<file path="config.mk">
export PLATFORM = sky130hd
export DESIGN_NAME = nci_intf_activated_ntf_parser_flat
export DESIGN_NICKNAME = d
export VERILOG_FILES = /design/src/rtl/nip_pkg.sv /design/src/rtl/nip_chan_if.sv /design/src/rtl/nip_front.sv /design/src/rtl/nip_queue.sv /design/src/rtl/nip_back.sv /design/src/rtl/nci_intf_activated_ntf_parser.sv /design/src/flat_wrapper.sv
export SDC_FILE = /design/constraint.sdc
export NUM_CORES = 1
export LEC_CHECK = 0
export BUFFER_PORTS_ARGS = -buffer_cell sky130_fd_sc_hd__buf_4
export CORE_MARGIN = 2
export CORE_UTILIZATION = 45
export DETAILED_ROUTE_END_ITERATION = 8
export PLACE_DENSITY = 0.64
export SETUP_SLACK_MARGIN = 0.1
export SYNTH_ARGS = -nofsm -noshare
export SYNTH_HDL_FRONTEND = slang
export SYNTH_HIERARCHICAL = 1
export SYNTH_SLANG_ARGS = --single-unit
</file>
<file path="constraint.sdc">
create_clock -name clk -period 7.6 [get_ports clk]
set_clock_uncertainty 0.1 [all_clocks]
set_input_delay 1.52 -clock clk [delete_from_list [all_inputs] [get_ports clk]]
set_output_delay 1.52 -clock clk [all_outputs]
set_load 0.05 [all_outputs]
</file>
<file path="src/rtl/nip_pkg.sv">
`default_nettype none

package nip_pkg;

  // record tags
  localparam logic [4:0] TAG_DISCOVERY_ID   = 5'd0;
  localparam logic [4:0] TAG_DATA_EXCH_MODE = 5'd6;
  localparam logic [4:0] TAG_ATQA           = 5'd9;
  localparam logic [4:0] TAG_NFCID1         = 5'd10;
  localparam logic [4:0] TAG_SEL_RES        = 5'd11;
  localparam logic [4:0] TAG_NFCID0         = 5'd12;
  localparam logic [4:0] TAG_POLL_B_FSC     = 5'd13;
  localparam logic [4:0] TAG_ATS_FSC        = 5'd14;
  localparam logic [4:0] TAG_HIST_BYTE      = 5'd15;
  localparam logic [4:0] TAG_STATUS         = 5'd16;

  // header byte positions and position limits
  localparam logic [8:0] POS_RF_INTF    = 9'd1;
  localparam logic [8:0] POS_RF_MODE    = 9'd3;
  localparam logic [8:0] POS_HDR_END    = 9'd6;
  localparam logic [8:0] POS_TECH_LEN   = 9'd6;
  localparam logic [8:0] POS_LONG       = 9'd255;
  localparam logic [8:0] POS_SAT        = 9'd511;

  // mode and interface codes
  localparam logic [7:0] MODE_PASSIVE_POLL_A = 8'h00;
  localparam logic [7:0] MODE_PASSIVE_POLL_B = 8'h01;
  localparam logic [7:0] MODE_ACTIVE_POLL_A  = 8'h03;
  localparam logic [7:0] INTF_ISO_DEP        = 8'h02;

  // ATS format byte bits
  localparam logic [7:0] T0_TA   = 8'h10;
  localparam logic [7:0] T0_TB   = 8'h20;
  localparam logic [7:0] T0_TC   = 8'h40;
  localparam logic [7:0] T0_FSCI = 8'h0f;

  localparam logic [7:0] SENSB_MIN        = 8'd11;
  localparam logic [7:0] MAX_NFCID1_BYTES = 8'd10;

  localparam int QUEUE_DEPTH = 4;
  localparam int QUEUE_AW    = 2;
  localparam int QUEUE_CW    = 3;

  typedef struct packed {
    logic [4:0] tag;
    logic [3:0] index;
    logic [8:0] value;
  } nip_field_t;

  // one queue entry: an optional field record and an optional status record
  typedef struct packed {
    logic       has_field;
    nip_field_t field;
    logic       has_status;
    logic       packet_ok;
    logic       mode_param_ok;
    logic       activation_ok;
  } nip_entry_t;

  typedef struct packed {
    logic empty;
    logic full;
  } nip_q_stat_t;

  localparam logic [8:0] FSC_BYTES [9] = '{
    9'd16, 9'd24, 9'd32, 9'd40, 9'd48, 9'd64, 9'd96, 9'd128, 9'd256
  };

  function automatic logic [8:0] fsc_of(input logic [3:0] code);
    logic [8:0] r;
    if (code > 4'd8) begin
      r = FSC_BYTES[8];
    end else begin
      r = FSC_BYTES[code];
    end
    return r;
  endfunction

  function automatic logic is_poll_a(input logic [7:0] mode);
    return (mode == MODE_PASSIVE_POLL_A) || (mode == MODE_ACTIVE_POLL_A);
  endfunction

  function automatic logic [1:0] ats_skip(input logic [7:0] t0);
    return {1'b0, |(t0 & T0_TA)} + {1'b0, |(t0 & T0_TB)} + {1'b0, |(t0 & T0_TC)};
  endfunction

endpackage

`default_nettype wire

</file>
<file path="src/rtl/nip_chan_if.sv">
`default_nettype none

interface nip_in_if;
  logic       valid;
  logic       ready;
  logic [7:0] data_byte;
  logic       last_byte;

  modport source (output valid, output data_byte, output last_byte, input ready);
  modport sink (input valid, input data_byte, input last_byte, output ready);
endinterface

interface nip_out_if;
  logic       valid;
  logic       ready;
  logic [4:0] tag;
  logic [3:0] index;
  logic [8:0] value;
  logic       packet_ok;
  logic       mode_param_ok;
  logic       activation_ok;
  logic       last;

  modport source (output valid, output tag, output index, output value,
                  output packet_ok, output mode_param_ok, output activation_ok,
                  output last, input ready);
  modport sink (input valid, input tag, input index, input value,
                input packet_ok, input mode_param_ok, input activation_ok,
                input last, output ready);
endinterface

`default_nettype wire

</file>
<file path="src/rtl/nip_front.sv">
`default_nettype none

module nip_front (
  input  wire                  clk,
  input  wire                  rst_n,
  nip_in_if.sink               in_bus,
  input  nip_pkg::nip_q_stat_t q_stat,
  output logic                 push,
  output nip_pkg::nip_entry_t  entry
);

  logic [8:0] pos_r, pos_nxt;
  logic [7:0] n_r, n_nxt;
  logic [7:0] m_r, m_nxt;
  logic [7:0] mode_r, mode_nxt;
  logic [7:0] intf_r, intf_nxt;
  logic [7:0] n1_r, n1_nxt;
  logic [7:0] sel_r, sel_nxt;
  logic [7:0] ats_r, ats_nxt;
  logic [7:0] t0_r, t0_nxt;
  logic       sensb_ok_r, sensb_ok_nxt;

  logic       accept;
  logic [7:0] b;
  logic [9:0] p10, n10, m10;
  logic [9:0] tech_end, trail_end, act_len_pos, act_end, trail_off, a10;
  logic [7:0] o, a;
  logic [8:0] o9, n1_9;
  logic [1:0] skip_cur, skip_nxt;
  logic [7:0] hist_idx;
  logic [9:0] len10;
  logic [8:0] n1_need, sel_need;
  logic       pok, mok, aok;

  assign accept = in_bus.valid && in_bus.ready;
  assign in_bus.ready = !q_stat.full;
  assign b = in_bus.data_byte;

  assign p10         = {1'b0, pos_r};
  assign n10         = {2'b0, n_r};
  assign m10         = {2'b0, m_r};
  assign tech_end    = 10'd7 + n10;
  assign trail_end   = 10'd9 + n10;
  assign act_len_pos = 10'd10 + n10;
  assign act_end     = 10'd11 + n10 + m10;
  assign trail_off   = p10 - 10'd7 - n10;
  assign a10         = p10 - 10'd11 - n10;
  assign o           = pos_r[7:0] - 8'd7;
  assign a           = a10[7:0];
  assign o9          = {1'b0, o};
  assign n1_9        = {1'b0, n1_r};
  assign skip_cur    = nip_pkg::ats_skip(t0_r);
  assign hist_idx    = a - 8'd2 - {6'b0, skip_cur};

  // byte decode and state update
  always_comb begin
    entry         = '0;
    n_nxt         = n_r;
    m_nxt         = m_r;
    mode_nxt      = mode_r;
    intf_nxt      = intf_r;
    n1_nxt        = n1_r;
    sel_nxt       = sel_r;
    ats_nxt       = ats_r;
    t0_nxt        = t0_r;
    sensb_ok_nxt  = sensb_ok_r;
    if (pos_r < nip_pkg::POS_LONG) begin
      if (pos_r < nip_pkg::POS_HDR_END) begin
        entry.has_field   = 1'b1;
        entry.field.tag   = nip_pkg::TAG_DISCOVERY_ID + pos_r[4:0];
        entry.field.value = {1'b0, b};
        if (pos_r == nip_pkg::POS_RF_INTF) intf_nxt = b;
        if (pos_r == nip_pkg::POS_RF_MODE) mode_nxt = b;
      end else if (pos_r == nip_pkg::POS_TECH_LEN) begin
        n_nxt = b;
      end else if (p10 < tech_end) begin
        if (nip_pkg::is_poll_a(mode_r)) begin
          if (o < 8'd2) begin
            entry.has_field   = 1'b1;
            entry.field.tag   = nip_pkg::TAG_ATQA;
            entry.field.index = o[3:0];
            entry.field.value = {1'b0, b};
          end else if (o == 8'd2) begin
            n1_nxt = b;
          end else if (n1_r <= nip_pkg::MAX_NFCID1_BYTES) begin
            if (o9 < 9'd3 + n1_9) begin
              entry.has_field   = 1'b1;
              entry.field.tag   = nip_pkg::TAG_NFCID1;
              entry.field.index = 4'(o - 8'd3);
              entry.field.value = {1'b0, b};
            end else if (o9 == 9'd3 + n1_9) begin
              sel_nxt = b;
            end else if (o9 == 9'd4 + n1_9 && sel_r != 8'd0) begin
              entry.has_field   = 1'b1;
              entry.field.tag   = nip_pkg::TAG_SEL_RES;
              entry.field.value = {1'b0, b};
            end
          end
        end else if (mode_r == nip_pkg::MODE_PASSIVE_POLL_B) begin
          if (o == 8'd0) begin
            if (b >= nip_pkg::SENSB_MIN) sensb_ok_nxt = 1'b1;
          end else if (o <= 8'd4) begin
            entry.has_field   = 1'b1;
            entry.field.tag   = nip_pkg::TAG_NFCID0;
            entry.field.index = 4'(o - 8'd1);
            entry.field.value = {1'b0, b};
          end else if (o == 8'd10) begin
            entry.has_field   = 1'b1;
            entry.field.tag   = nip_pkg::TAG_POLL_B_FSC;
            entry.field.value = nip_pkg::fsc_of(b[7:4]);
          end
        end
      end else if (p10 <= trail_end) begin
        entry.has_field   = 1'b1;
        entry.field.tag   = nip_pkg::TAG_DATA_EXCH_MODE + trail_off[4:0];
        entry.field.value = {1'b0, b};
      end else if (p10 == act_len_pos) begin
        m_nxt = b;
      end else if (p10 < act_end) begin
        if (intf_r == nip_pkg::INTF_ISO_DEP && nip_pkg::is_poll_a(mode_r)) begin
          if (a == 8'd0) begin
            ats_nxt = b;
          end else if (a <= ats_r) begin
            if (a == 8'd1) begin
              t0_nxt            = b;
              entry.has_field   = 1'b1;
              entry.field.tag   = nip_pkg::TAG_ATS_FSC;
              entry.field.value = nip_pkg::fsc_of(4'(b & nip_pkg::T0_FSCI));
            end else if ({1'b0, a} >= 9'd2 + {7'b0, skip_cur}) begin
              entry.has_field   = 1'b1;
              entry.field.tag   = nip_pkg::TAG_HIST_BYTE;
              entry.field.index = hist_idx[3:0];
              entry.field.value = {1'b0, b};
            end
          end
        end
      end
    end
    pos_nxt = (pos_r == nip_pkg::POS_SAT) ? pos_r : pos_r + 9'd1;

    entry.has_status    = in_bus.last_byte;
    entry.packet_ok     = pok;
    entry.mode_param_ok = mok;
    entry.activation_ok = aok;
  end

  // status flags from the state as it stands after this byte
  assign len10    = {1'b0, pos_nxt};
  assign skip_nxt = nip_pkg::ats_skip(t0_nxt);
  assign n1_need  = 9'd4 + {1'b0, n1_nxt};
  assign sel_need = n1_need + {1'b0, sel_nxt};

  always_comb begin
    pok = (pos_nxt <= nip_pkg::POS_LONG) && (n_nxt != 8'd0)
        && (len10 >= 10'd11 + {2'b0, n_nxt} + {2'b0, m_nxt});
    mok = 1'b0;
    aok = 1'b0;
    if (pok && nip_pkg::is_poll_a(mode_nxt)) begin
      mok = (n_nxt >= 8'd4) && (n1_nxt <= nip_pkg::MAX_NFCID1_BYTES)
          && ({1'b0, n_nxt} >= n1_need) && ({1'b0, n_nxt} >= sel_need);
    end else if (pok && mode_nxt == nip_pkg::MODE_PASSIVE_POLL_B) begin
      mok = (n_nxt >= nip_pkg::SENSB_MIN) && sensb_ok_nxt;
    end
    if (pok && m_nxt != 8'd0 && intf_nxt == nip_pkg::INTF_ISO_DEP
        && nip_pkg::is_poll_a(mode_nxt)) begin
      aok = (ats_nxt >= 8'd1) && ({1'b0, m_nxt} >= {1'b0, ats_nxt} + 9'd1)
          && ({7'b0, skip_nxt} + 9'd1 <= {1'b0, ats_nxt});
    end
  end

  assign push = accept && (entry.has_field || entry.has_status);

  always_ff @(posedge clk) begin
    if (!rst_n || (accept && in_bus.last_byte)) begin
      pos_r      <= '0;
      n_r        <= '0;
      m_r        <= '0;
      mode_r     <= '0;
      intf_r     <= '0;
      n1_r       <= '0;
      sel_r      <= '0;
      ats_r      <= '0;
      t0_r       <= '0;
      sensb_ok_r <= 1'b0;
    end else if (accept) begin
      pos_r      <= pos_nxt;
      n_r        <= n_nxt;
      m_r        <= m_nxt;
      mode_r     <= mode_nxt;
      intf_r     <= intf_nxt;
      n1_r       <= n1_nxt;
      sel_r      <= sel_nxt;
      ats_r      <= ats_nxt;
      t0_r       <= t0_nxt;
      sensb_ok_r <= sensb_ok_nxt;
    end
  end

`ifndef ASSERT_OFF
  a_pos_clear: assert property (@(posedge clk) disable iff (!rst_n)
    accept && in_bus.last_byte |=> pos_r == 9'd0)
    else $error("byte position not cleared after final byte");
  a_push_fits: assert property (@(posedge clk) disable iff (!rst_n)
    push |-> !q_stat.full)
    else $error("entry written into full queue");
`endif

endmodule

`default_nettype wire

</file>
<file path="src/rtl/nip_queue.sv">
`default_nettype none

module nip_queue (
  input  wire                   clk,
  input  wire                   rst_n,
  input  wire                   push,
  input  nip_pkg::nip_entry_t   wr_entry,
  input  wire                   pop,
  output nip_pkg::nip_entry_t   head,
  output nip_pkg::nip_q_stat_t  q_stat
);

  nip_pkg::nip_entry_t             slots_r [nip_pkg::QUEUE_DEPTH];
  logic [nip_pkg::QUEUE_AW-1:0]    wr_ptr_r, rd_ptr_r;
  logic [nip_pkg::QUEUE_CW-1:0]    count_r, count_nxt;

  assign q_stat.empty = (count_r == '0);
  assign q_stat.full  = (count_r == nip_pkg::QUEUE_CW'(nip_pkg::QUEUE_DEPTH));
  assign head         = slots_r[rd_ptr_r];

  always_comb begin
    count_nxt = count_r;
    if (push && !pop) count_nxt = count_r + 1'b1;
    if (pop && !push) count_nxt = count_r - 1'b1;
  end

  always_ff @(posedge clk) begin
    if (push) slots_r[wr_ptr_r] <= wr_entry;
  end

  always_ff @(posedge clk) begin
    if (!rst_n) begin
      wr_ptr_r <= '0;
      rd_ptr_r <= '0;
      count_r  <= '0;
    end else begin
      if (push) wr_ptr_r <= wr_ptr_r + 1'b1;
      if (pop)  rd_ptr_r <= rd_ptr_r + 1'b1;
      count_r <= count_nxt;
    end
  end

`ifndef ASSERT_OFF
  a_count_bound: assert property (@(posedge clk) disable iff (!rst_n)
    count_r <= nip_pkg::QUEUE_CW'(nip_pkg::QUEUE_DEPTH))
    else $error("queue count beyond depth");
`endif

endmodule

`default_nettype wire

</file>
<file path="src/rtl/nip_back.sv">
`default_nettype none

module nip_back (
  input  wire                   clk,
  input  wire                   rst_n,
  input  nip_pkg::nip_entry_t   head,
  input  nip_pkg::nip_q_stat_t  q_stat,
  output logic                  pop,
  nip_out_if.source             out_bus
);

  logic                 out_valid_r;
  nip_pkg::nip_field_t  rec_r, rec_nxt;
  logic                 pok_r, mok_r, aok_r, last_r;
  logic                 pok_nxt, mok_nxt, aok_nxt, last_nxt;
  logic                 phase_r, phase_nxt;
  logic                 load;
  logic                 emit_field;

  assign load       = !out_valid_r || out_bus.ready;
  assign emit_field = head.has_field && !phase_r;

  always_comb begin
    pop       = 1'b0;
    phase_nxt = phase_r;
    rec_nxt   = head.field;
    pok_nxt   = 1'b0;
    mok_nxt   = 1'b0;
    aok_nxt   = 1'b0;
    last_nxt  = 1'b0;
    if (load && !q_stat.empty) begin
      if (emit_field) begin
        // status record of the same entry follows next
        if (head.has_status) begin
          phase_nxt = 1'b1;
        end else begin
          pop = 1'b1;
        end
      end else begin
        rec_nxt.tag   = nip_pkg::TAG_STATUS;
        rec_nxt.index = '0;
        rec_nxt.value = '0;
        pok_nxt       = head.packet_ok;
        mok_nxt       = head.mode_param_ok;
        aok_nxt       = head.activation_ok;
        last_nxt      = 1'b1;
        pop           = 1'b1;
        phase_nxt     = 1'b0;
      end
    end
  end

  always_ff @(posedge clk) begin
    if (!rst_n) begin
      out_valid_r <= 1'b0;
      phase_r     <= 1'b0;
    end else begin
      phase_r <= phase_nxt;
      if (load) out_valid_r <= !q_stat.empty;
    end
  end

  always_ff @(posedge clk) begin
    if (load && !q_stat.empty) begin
      rec_r  <= rec_nxt;
      pok_r  <= pok_nxt;
      mok_r  <= mok_nxt;
      aok_r  <= aok_nxt;
      last_r <= last_nxt;
    end
  end

  assign out_bus.valid         = out_valid_r;
  assign out_bus.tag           = rec_r.tag;
  assign out_bus.index         = rec_r.index;
  assign out_bus.value         = rec_r.value;
  assign out_bus.packet_ok     = pok_r;
  assign out_bus.mode_param_ok = mok_r;
  assign out_bus.activation_ok = aok_r;
  assign out_bus.last          = last_r;

`ifndef ASSERT_OFF
  a_phase_head: assert property (@(posedge clk) disable iff (!rst_n)
    phase_r |-> !q_stat.empty && head.has_status)
    else $error("split entry lost from queue head");
  a_last_is_status: assert property (@(posedge clk) disable iff (!rst_n)
    out_valid_r && last_r |-> rec_r.tag == nip_pkg::TAG_STATUS && rec_r.value == 9'd0)
    else $error("final record is not a status record");
`endif

endmodule

`default_nettype wire

</file>
<file path="src/rtl/nci_intf_activated_ntf_parser.sv">
// rf interface activated notification parser
//
// in_bus carries the notification payload, one byte per transfer, with
// last_byte set on the final byte. out_bus carries tagged field records:
// header and data exchange fields, nfc-a / nfc-b poll fields and iso-dep ats fields, and after
// the final byte one status record (last set) with the packet, mode parameter
// and activation validity flags. field records go out before validity is
// known; the consumer drops them when the status flags fail.
//
// throughput: one byte per cycle in, one record per cycle out, while neither
// in_bus.ready nor out_bus.ready is held low. a byte gives at most one field
// record; the final byte may give a field record and the status record.
// a byte's transfer writes the decoded entry into a 4-entry queue, and the
// output register loads from the queue head once it is free.
// in_bus.ready drops only while the queue is full: when the receiver holds
// out_bus.ready low, or when two-record final bytes come faster than the
// output side drains them.
// reset (rst_n low, synchronous) empties queue and output register and
// clears the parse state; the parse state also clears after each final byte.
`default_nettype none

module nci_intf_activated_ntf_parser (
  input  wire         clk,
  input  wire         rst_n,
  nip_in_if.sink      in_bus,
  nip_out_if.source   out_bus
);

  // front to queue
  logic                  push;
  nip_pkg::nip_entry_t   wr_entry;

  // queue to back
  logic                  pop;
  nip_pkg::nip_entry_t   head;
  nip_pkg::nip_q_stat_t  q_stat;

  // byte decode and parse state
  nip_front u_front (
    .clk    (clk),
    .rst_n  (rst_n),
    .in_bus (in_bus),
    .q_stat (q_stat),
    .push   (push),
    .entry  (wr_entry)
  );

  // decouples decode from the output side
  nip_queue u_queue (
    .clk      (clk),
    .rst_n    (rst_n),
    .push     (push),
    .wr_entry (wr_entry),
    .pop      (pop),
    .head     (head),
    .q_stat   (q_stat)
  );

  // splits entries into records, holds the output register
  nip_back u_back (
    .clk     (clk),
    .rst_n   (rst_n),
    .head    (head),
    .q_stat  (q_stat),
    .pop     (pop),
    .out_bus (out_bus)
  );

endmodule

`default_nettype wire

</file>
<file path="src/flat_wrapper.sv">
// flat-port wrapper written by rule: the top's interface ports become plain ports
module nci_intf_activated_ntf_parser_flat 
  (clk, rst_n, in_bus_valid, in_bus_data_byte, in_bus_last_byte, in_bus_ready, out_bus_valid, out_bus_tag, out_bus_index, out_bus_value, out_bus_packet_ok, out_bus_mode_param_ok, out_bus_activation_ok, out_bus_last, out_bus_ready);
  nip_in_if in_bus_i ();
  nip_out_if out_bus_i ();
  input  wire clk;
  input  wire rst_n;
  input wire logic [$bits(in_bus_i.valid)-1:0] in_bus_valid;
  input wire logic [$bits(in_bus_i.data_byte)-1:0] in_bus_data_byte;
  input wire logic [$bits(in_bus_i.last_byte)-1:0] in_bus_last_byte;
  output wire logic [$bits(in_bus_i.ready)-1:0] in_bus_ready;
  output wire logic [$bits(out_bus_i.valid)-1:0] out_bus_valid;
  output wire logic [$bits(out_bus_i.tag)-1:0] out_bus_tag;
  output wire logic [$bits(out_bus_i.index)-1:0] out_bus_index;
  output wire logic [$bits(out_bus_i.value)-1:0] out_bus_value;
  output wire logic [$bits(out_bus_i.packet_ok)-1:0] out_bus_packet_ok;
  output wire logic [$bits(out_bus_i.mode_param_ok)-1:0] out_bus_mode_param_ok;
  output wire logic [$bits(out_bus_i.activation_ok)-1:0] out_bus_activation_ok;
  output wire logic [$bits(out_bus_i.last)-1:0] out_bus_last;
  input wire logic [$bits(out_bus_i.ready)-1:0] out_bus_ready;
  assign in_bus_i.valid = in_bus_valid;
  assign in_bus_i.data_byte = in_bus_data_byte;
  assign in_bus_i.last_byte = in_bus_last_byte;
  assign in_bus_ready = in_bus_i.ready;
  assign out_bus_valid = out_bus_i.valid;
  assign out_bus_tag = out_bus_i.tag;
  assign out_bus_index = out_bus_i.index;
  assign out_bus_value = out_bus_i.value;
  assign out_bus_packet_ok = out_bus_i.packet_ok;
  assign out_bus_mode_param_ok = out_bus_i.mode_param_ok;
  assign out_bus_activation_ok = out_bus_i.activation_ok;
  assign out_bus_last = out_bus_i.last;
  assign out_bus_i.ready = out_bus_ready;
  nci_intf_activated_ntf_parser u_core (.clk(clk), .rst_n(rst_n), .in_bus(in_bus_i), .out_bus(out_bus_i));
endmodule
</file>
* After elaboration in Yosys (flattened, before gate mapping) *
Memories as Yosys holds them, arrays and structs flattened. A register that Yosys moved wholly into a read port is not among the register bits.
Index checks and enable logic that the tools add are counted.

storage, ports and cells
  memory bits (writable) = 92
  register bits = 104
  word-level logic and storage cells = 274
  memories = 3
  output and inout port bits = 24
  memory bits (read-only) = 288
  input bits = 13

cells by class
  reductions and logical operators = 45
  $add $sub $neg = 33
  bitwise logic cells = 8
  magnitude comparators = 26
  mux-type cells = 118
  equal/unequal tests = 18

memory list
  memory                  words  width  rd ports  clocked after Yosys merged registers in  wr ports  line             source
  (name not given)        16     9      1         0                                        0         nip_pkg.sv:74    r = FSC_BYTES[code];
  (name not given)        16     9      1         0                                        0         nip_pkg.sv:74
  u_core.u_queue.slots_r  4      23     1         1                                        1         nip_queue.sv:13  nip_pkg::nip_entry_t slots_r [nip_pkg::QUEUE_DEPTH];

operator list
  operator                                                                             count
  8-bit 2-to-1 mux                                                                     44
  19-bit 2-to-1 mux                                                                    15
  9-bit 2-to-1 mux                                                                     12
  7-bit 2-to-1 mux                                                                     11
  6-bit 2-to-1 mux                                                                     8
  8-bit by 2-bit equality test with 1-bit output, second input constant                5
  4-bit by 8-bit adder with 9-bit output, first input constant                         4
  8-bit logical NOT                                                                    4
  3-bit by 8-bit adder with 9-bit output, first input constant                         3
  8-bit by 9-bit greater-or-equal comparator with 1-bit output                         3
  8-bit by 1-bit equality test with 1-bit output, second input constant                3
  8-bit nonzero test                                                                   3
  1-bit logical AND                                                                    22
  9-bit by 8-bit adder with 10-bit output                                              2
  4-bit 2-to-1 mux                                                                     5
  1-bit 2-to-1 mux                                                                     19
  8-bit by 9-bit equality test with 1-bit output                                       2
  8-bit by 4-bit greater-or-equal comparator with 1-bit output, second input constant  2
  8-bit by 4-bit <= comparator with 1-bit output, second input constant                2
  12-bit AND reduction                                                                 1
  5-bit greater-or-equal comparator, second input constant                             2
  9-bit by 10-bit greater-or-equal comparator with 1-bit output                        1
  9-bit by 10-bit < comparator with 1-bit output                                       1
  4-bit inverter with 5-bit output                                                     2
  other kinds (50)                                                                     72

* Depth between registers and ports, before layout *
  depth after elaboration = 21
  depth in mapped cells = 34
  mapped depth without buffers = 31

* Modules after synthesis *
Netlist, hierarchy kept.

modules (own cells, without submodules)
  module     area an instance (um^2)  instances  seq. area each (um^2)  cells an instance
  nip_front  9,386.5                  1          1,381.3                1,232
  nip_queue  3,803.6                  1          2,942.8                166
  nip_back   923.4                    1          700.7                  56

* Worst setup path after synthesis *
OpenSTA, ideal clock, no wires.

  kind = flip-flop to flip-flop
  start = register u_core.u_front.pos_r[0]
  end = memory u_core/u_queue/slots_r[0][1] in the netlist's numbering, data pin
  data required time = 7.370 ns
  period minus slack after synthesis = 6.741 ns
  data arrival time = 6.512 ns
  path buffers = 5
  library setup time = 0.130 ns
  path slack = 0.859 ns
  stages on the path, launching flop included = 32
  cell sequence = dfxtp_1 -> clkbuf_1 -> inv_1 -> ha_1 -> clkbuf_1 -> inv_1 -> ha_1 -> nand4_1 -> o21ai_0 -> a31oi_1 -> a21oi_1 -> nand3_1 -> or4_1 -> clkbuf_1 -> clkbuf_1 -> o21ai_0 -> ha_1 -> a21o_1 -> a21oi_1 -> o21bai_1 -> a21oi_1 -> o21bai_1 -> a21oi_1 -> xor2_1 -> ha_1 -> o21a_1 -> o22ai_1 -> or4b_2 -> nor4_1 -> o2111ai_1 -> a21oi_1 -> buf_4

on the way
  longest elaborated chain between the ends = 16
  elaborated cells on any way between the ends = 78
  those cells by class = add/sub (6); order compare (13); eq/ne (8); mux (39); reduce/logical (12)

ends and longest elaborated chain
  what                                                                                                    line              source
  start: declaration                                                                                      nip_front.sv:12   logic [8:0] pos_r, pos_nxt;
  start signal: assignment                                                                                nip_front.sv:186  pos_r <= pos_nxt;
  parallel branches: the longest is 11 deep, another holds 8-bit by 9-bit < comparator with 1-bit output  -
  8-bit 2-to-1 mux (*)                                                                                    nip_front.sv:67   if (pos_r < nip_pkg::POS_LONG) begin
  via u_core.u_front.sel_nxt[1]                                                                           nip_front.sv:18   logic [7:0] sel_r, sel_nxt;
  9-bit by 8-bit adder with 9-bit output (*)                                                              nip_front.sv:151  assign sel_need = n1_need + {1'b0, sel_nxt};
  8-bit by 9-bit greater-or-equal comparator with 1-bit output (*)                                        nip_front.sv:160  && ({1'b0, n_nxt} >= n1_need) && ({1'b0, n_nxt} >= sel_need);
  1-bit logical AND (*)                                                                                   nip_front.sv:160
  1-bit 2-to-1 mux (*)                                                                                    nip_front.sv:158  if (pok && nip_pkg::is_poll_a(mode_nxt)) begin
  via u_core.u_front.mok                                                                                  nip_front.sv:33   logic pok, mok, aok;
  end: declaration                                                                                        nip_queue.sv:13

Mark *: on every way through the listed nets, which the timed path passes.

==> impl_metrics.toml <==
[run_status]
status = "finished, final reports clean"

[critical_path]
worst-setup-path-type = "register to register"
reg2regPathDepth = 22
reg2reg_slack_ns = 0.52
crit_path_start_kind = "register"
crit_fanout = 11
crit_start = "u_core/u_front/pos_r[5]$_SDFFE_PP0P_"
r2r-start = "u_core/u_front/pos_r[5]$_SDFFE_PP0P_"
required_ns = 7.66
arrival_ns = 7.14
endpoint_kind = "register"
rr_endpoint = "u_core/u_queue/slots_r[2][0]$_DFFE_PP_"

[timing]
final_hold_viol_count = 0
max_freq_mhz = 141.2
drv_slew = 0
maxSlewHeadroom_pct = 35.52
setup_violations = 0
rsz0062_at_grt = "false"
tightest_slew_ns = 0.9583
tns_ns = 0
fin_crit_sh_pct = 93.20
min_period_ns = 7.083

[drt]
drt-total-wl_um = 37990
drc = 0
drt_pre_antenna_iters = 7
ant_nets = 0
routedWlPerCell_um = 20.06
vias_per_cell = 5.803
drt_iter0_markers = 1040
num_vias = 10990

[clock_network]
htree_num_levels = 4
cts_root_buffer = "clkbuf_16"
holdBufCountCts = 0
clock_latency_ns = 0.46
cts_resized = 0
cts_tree = "built"
clock_sinks = 194
cts_buffer_depth = 2
numCtsBuffers = 17
clk_pin_slew_worst_paths_ns = 0.08
postCtsSetupRepairBufs = 0

[pwr]
clkPwrFrac_pct = 23.3
seq_power_share_pct = 36.5
internal-power_w = 0.002319
p_sw_w = 0.001474
p_leak_nw = 6.346
powerDensity_nw_per_um2 = 244.9
vdd_ir_drop_max_uv = 183.8
switching_share_pct = 38.86
power_frac_comb_pct = 40.2

[synth]
ys_types = 79
syn-num-nets = 1641
synth-xor-area-share_pct = 6.472
syn-cell-area_sq_um = 14110
ys_ff_latch = 194
synth_compound_area_share_pct = 12.70
yosysWarnings = 6
yosys.area_share.simple_pct = 15.27
yosys.area_share.adder_pct = 15.85
synth_edf_count = 114
synthMuxAreaShare_pct = 8.573
synthArstFlopShare_pct = 0
synth_top_family_by_area = "adder cells"
postSynthCellCount = 1454
ys_seq_area_share_pct = 35.60
synth-main-ff-cell = "edfxtp_1"
syn_avg_cell_area_sq_um = 9.707

[final_layout]
largest_register_ffs = 92
final_nets = 1672
n_fill_cell = 2838
regArea_sq_um = 5027
largest_register = "u_core/u_queue/slots_r"
finalInstanceArea_sq_um = 15490
antenna_cells = 0
final_util_pct = 50.37
drive_above_1_share_pct = 11.88
multi_input_comb_area_sq_um = 8344
syn_to_final_growth_pct = 9.743

[global_route]
first_global_vias = 10400
grt_max_degree = 70
grt_busiest_layer = "met2"
gr-usage-met3_pct = 3.669
grt.total_usage_pct = 23.25
antenna_found_initial = 0
grt.overflow.total = 0
grt_pass1_wl_um = 59030
met1_usage_pct = 31.53
use_met2_pct = 37.72

[place]
dp_hpwl_um = 27450
gp_congestion = 0.9277
port-buffer-count = 36
placed_area_sq_um = 14890

[worst_hold_path]
min-delay-start = "u_core/u_front/mode_r[3]$_SDFFE_PP0P_"
holdPathStages = 2
holdPathEnd = "u_core/u_front/mode_r[3]$_SDFFE_PP0P_"
min_path_type = "register to register"

[floorplanning]
placementRows = 64
die_area_sq_um = 32800
start_util_pct = 45.90
core_region_area_sq_um = 30750
die_h_um = 181.1
die_w_um = 181.1
io_pins = 37

[run]
cap_violations = 0
[power groups by stage]
stage               combinational [W]  sequential, W  clock, W
floorplan                    0.000891        0.00162         0
finish                        0.00152        0.00138  0.000884
global placement              0.00148        0.00140         0
detailed placement            0.00151        0.00141         0
global route                  0.00167        0.00140  0.000943
CTS                           0.00152        0.00138  0.000899
[area by class of cell]
cell class | instances | area share, %
clock buffers | 18 | 2.771
clock inverters | 14 | 0.8644
inverters | 110 | 2.666
multi-input cells | 1076 | 53.87
flip-flops and latches | 194 | 32.46
well taps | 396 | 3.199
repair buffers | 86 | 4.168
[cells in the mapped netlist, drive strengths merged (3+ instances only)]
library cell	count	share of area, %
xnor2	65	4.0
o21ai	56	2.0
a21boi	4	0.21
o22ai	3	0.13
nor4	23	1.1
mux2i	50	3.5
nand4	16	0.71
ha	166	15
dfxtp	80	11
a31oi	7	0.31
o21a	11	0.59
fa	8	1.1
mux4	23	3.8
a2111oi	7	0.48
o211ai	11	0.62
a211oi	23	1.2
edfxtp	114	24
a21o	27	1.4
o21bai	15	0.80
nand2b	11	0.49
or4	11	0.64
nor2	132	3.6
nand2	85	2.3
and3	10	0.44
a22oi	4	0.21
o2111ai	5	0.31
nand3	38	1.4
buf	24	1.3
or3	10	0.44
and2	36	1.6
or2	5	0.22
o31ai	5	0.27
xor2	34	2.1
a21oi	89	3.2
nor2b	12	0.59
mux2	16	1.3
clkbuf	50	1.4
inv	109	2.9
and2b	4	0.21
nor3	27	0.99
[cells by family after synthesis]
family	Yosys count
AO/OA/AOI/OAI	282
XOR/XNOR	101
adder cells (fa/ha/maj)	174
buffers and inverters	184
flip-flops	194
multiplexers	89
AND/OR/NAND/NOR	430
[through the flow]
| stage | std cells | power, W | hold slack, ns | worst slack, ns |
|---|---|---|---|---|
| after floorplan | 1454 | 0.002511 | 0.3477 | 0.8585 |
| after global placement | 1862 | 0.002881 | 0.3676 | 0.5562 |
| after detailed placement | 1862 | 0.002919 | 0.3777 | 0.3842 |
| after CTS | 1894 | 0.003802 | 0.3959 | 0.3205 |
| after global routing | 1894 | 0.004007 | 0.4130 | 0.1036 |
| final | 1894 | 0.003793 | 0.3899 | 0.5172 |
[critical path, cell delays in order (launching register included)]
cell and delay, ns:
dfxtp_1 0.72, inv_1 0.33, ha_1 0.37, inv_1 0.04, ha_1 0.37, o21a_1 0.18
or4_1 0.40, a2bb2oi_1 0.15, a2111o_1 0.48, or4_4 0.48, or4_4 0.55, a21oi_1 0.48
inv_1 0.17, ha_1 0.34, xor2_1 0.32, ha_1 0.28, a21o_1 0.16, a21oi_1 0.15
nor2b_1 0.06, o21ai_0 0.17, a21oi_1 0.09, nor2_1 0.27, a2111oi_4 0.12
[routing by layer]
metal / vias to the layer above / part of all wire [%] / wire [um]
met4: 0 / 3.2 / 1214
met3: 81 / 5.8 / 2211
li1: 5271 / - / -
met5: - / 0 / 0
met2: 382 / 46 / 17500
met1: 5256 / 45 / 17060
[cells in the final DEF (no fill, tap or decap), types with 15 or more instances in the layout]
master	n
a211oi_1	23
and2_1	35
o21ai_0	55
inv_1	109
buf_4	86
mux2_2	16
mux4_2	20
edfxtp_1	114
xnor2_1	65
nor2_1	130
nor4_1	21
a21oi_1	88
o21bai_1	15
mux2i_1	50
xor2_1	34
dfxtp_1	78
nand4_1	16
nand3_1	36
nand2_1	84
a21o_1	27
clkbuf_16	17
nor3_1	26
ha_1	166
[worst max-delay path by stage]
stage	depth (start not counted)	slack, ns	end
after floorplan	31	0.86	u_core/u_queue/slots_r[0][1]$_DFFE_PP_
after global placement	28	0.56	u_core/u_queue/slots_r[0][1]$_DFFE_PP_
after detailed placement	28	0.38	u_core/u_queue/slots_r[0][1]$_DFFE_PP_
after CTS	28	0.32	u_core/u_queue/slots_r[3][1]$_DFFE_PP_
after global routing	31	0.10	u_core/u_queue/slots_r[2][0]$_DFFE_PP_
final	22	0.52	u_core/u_queue/slots_r[2][0]$_DFFE_PP_
Note: power is estimated with default switching activity, not from simulation.
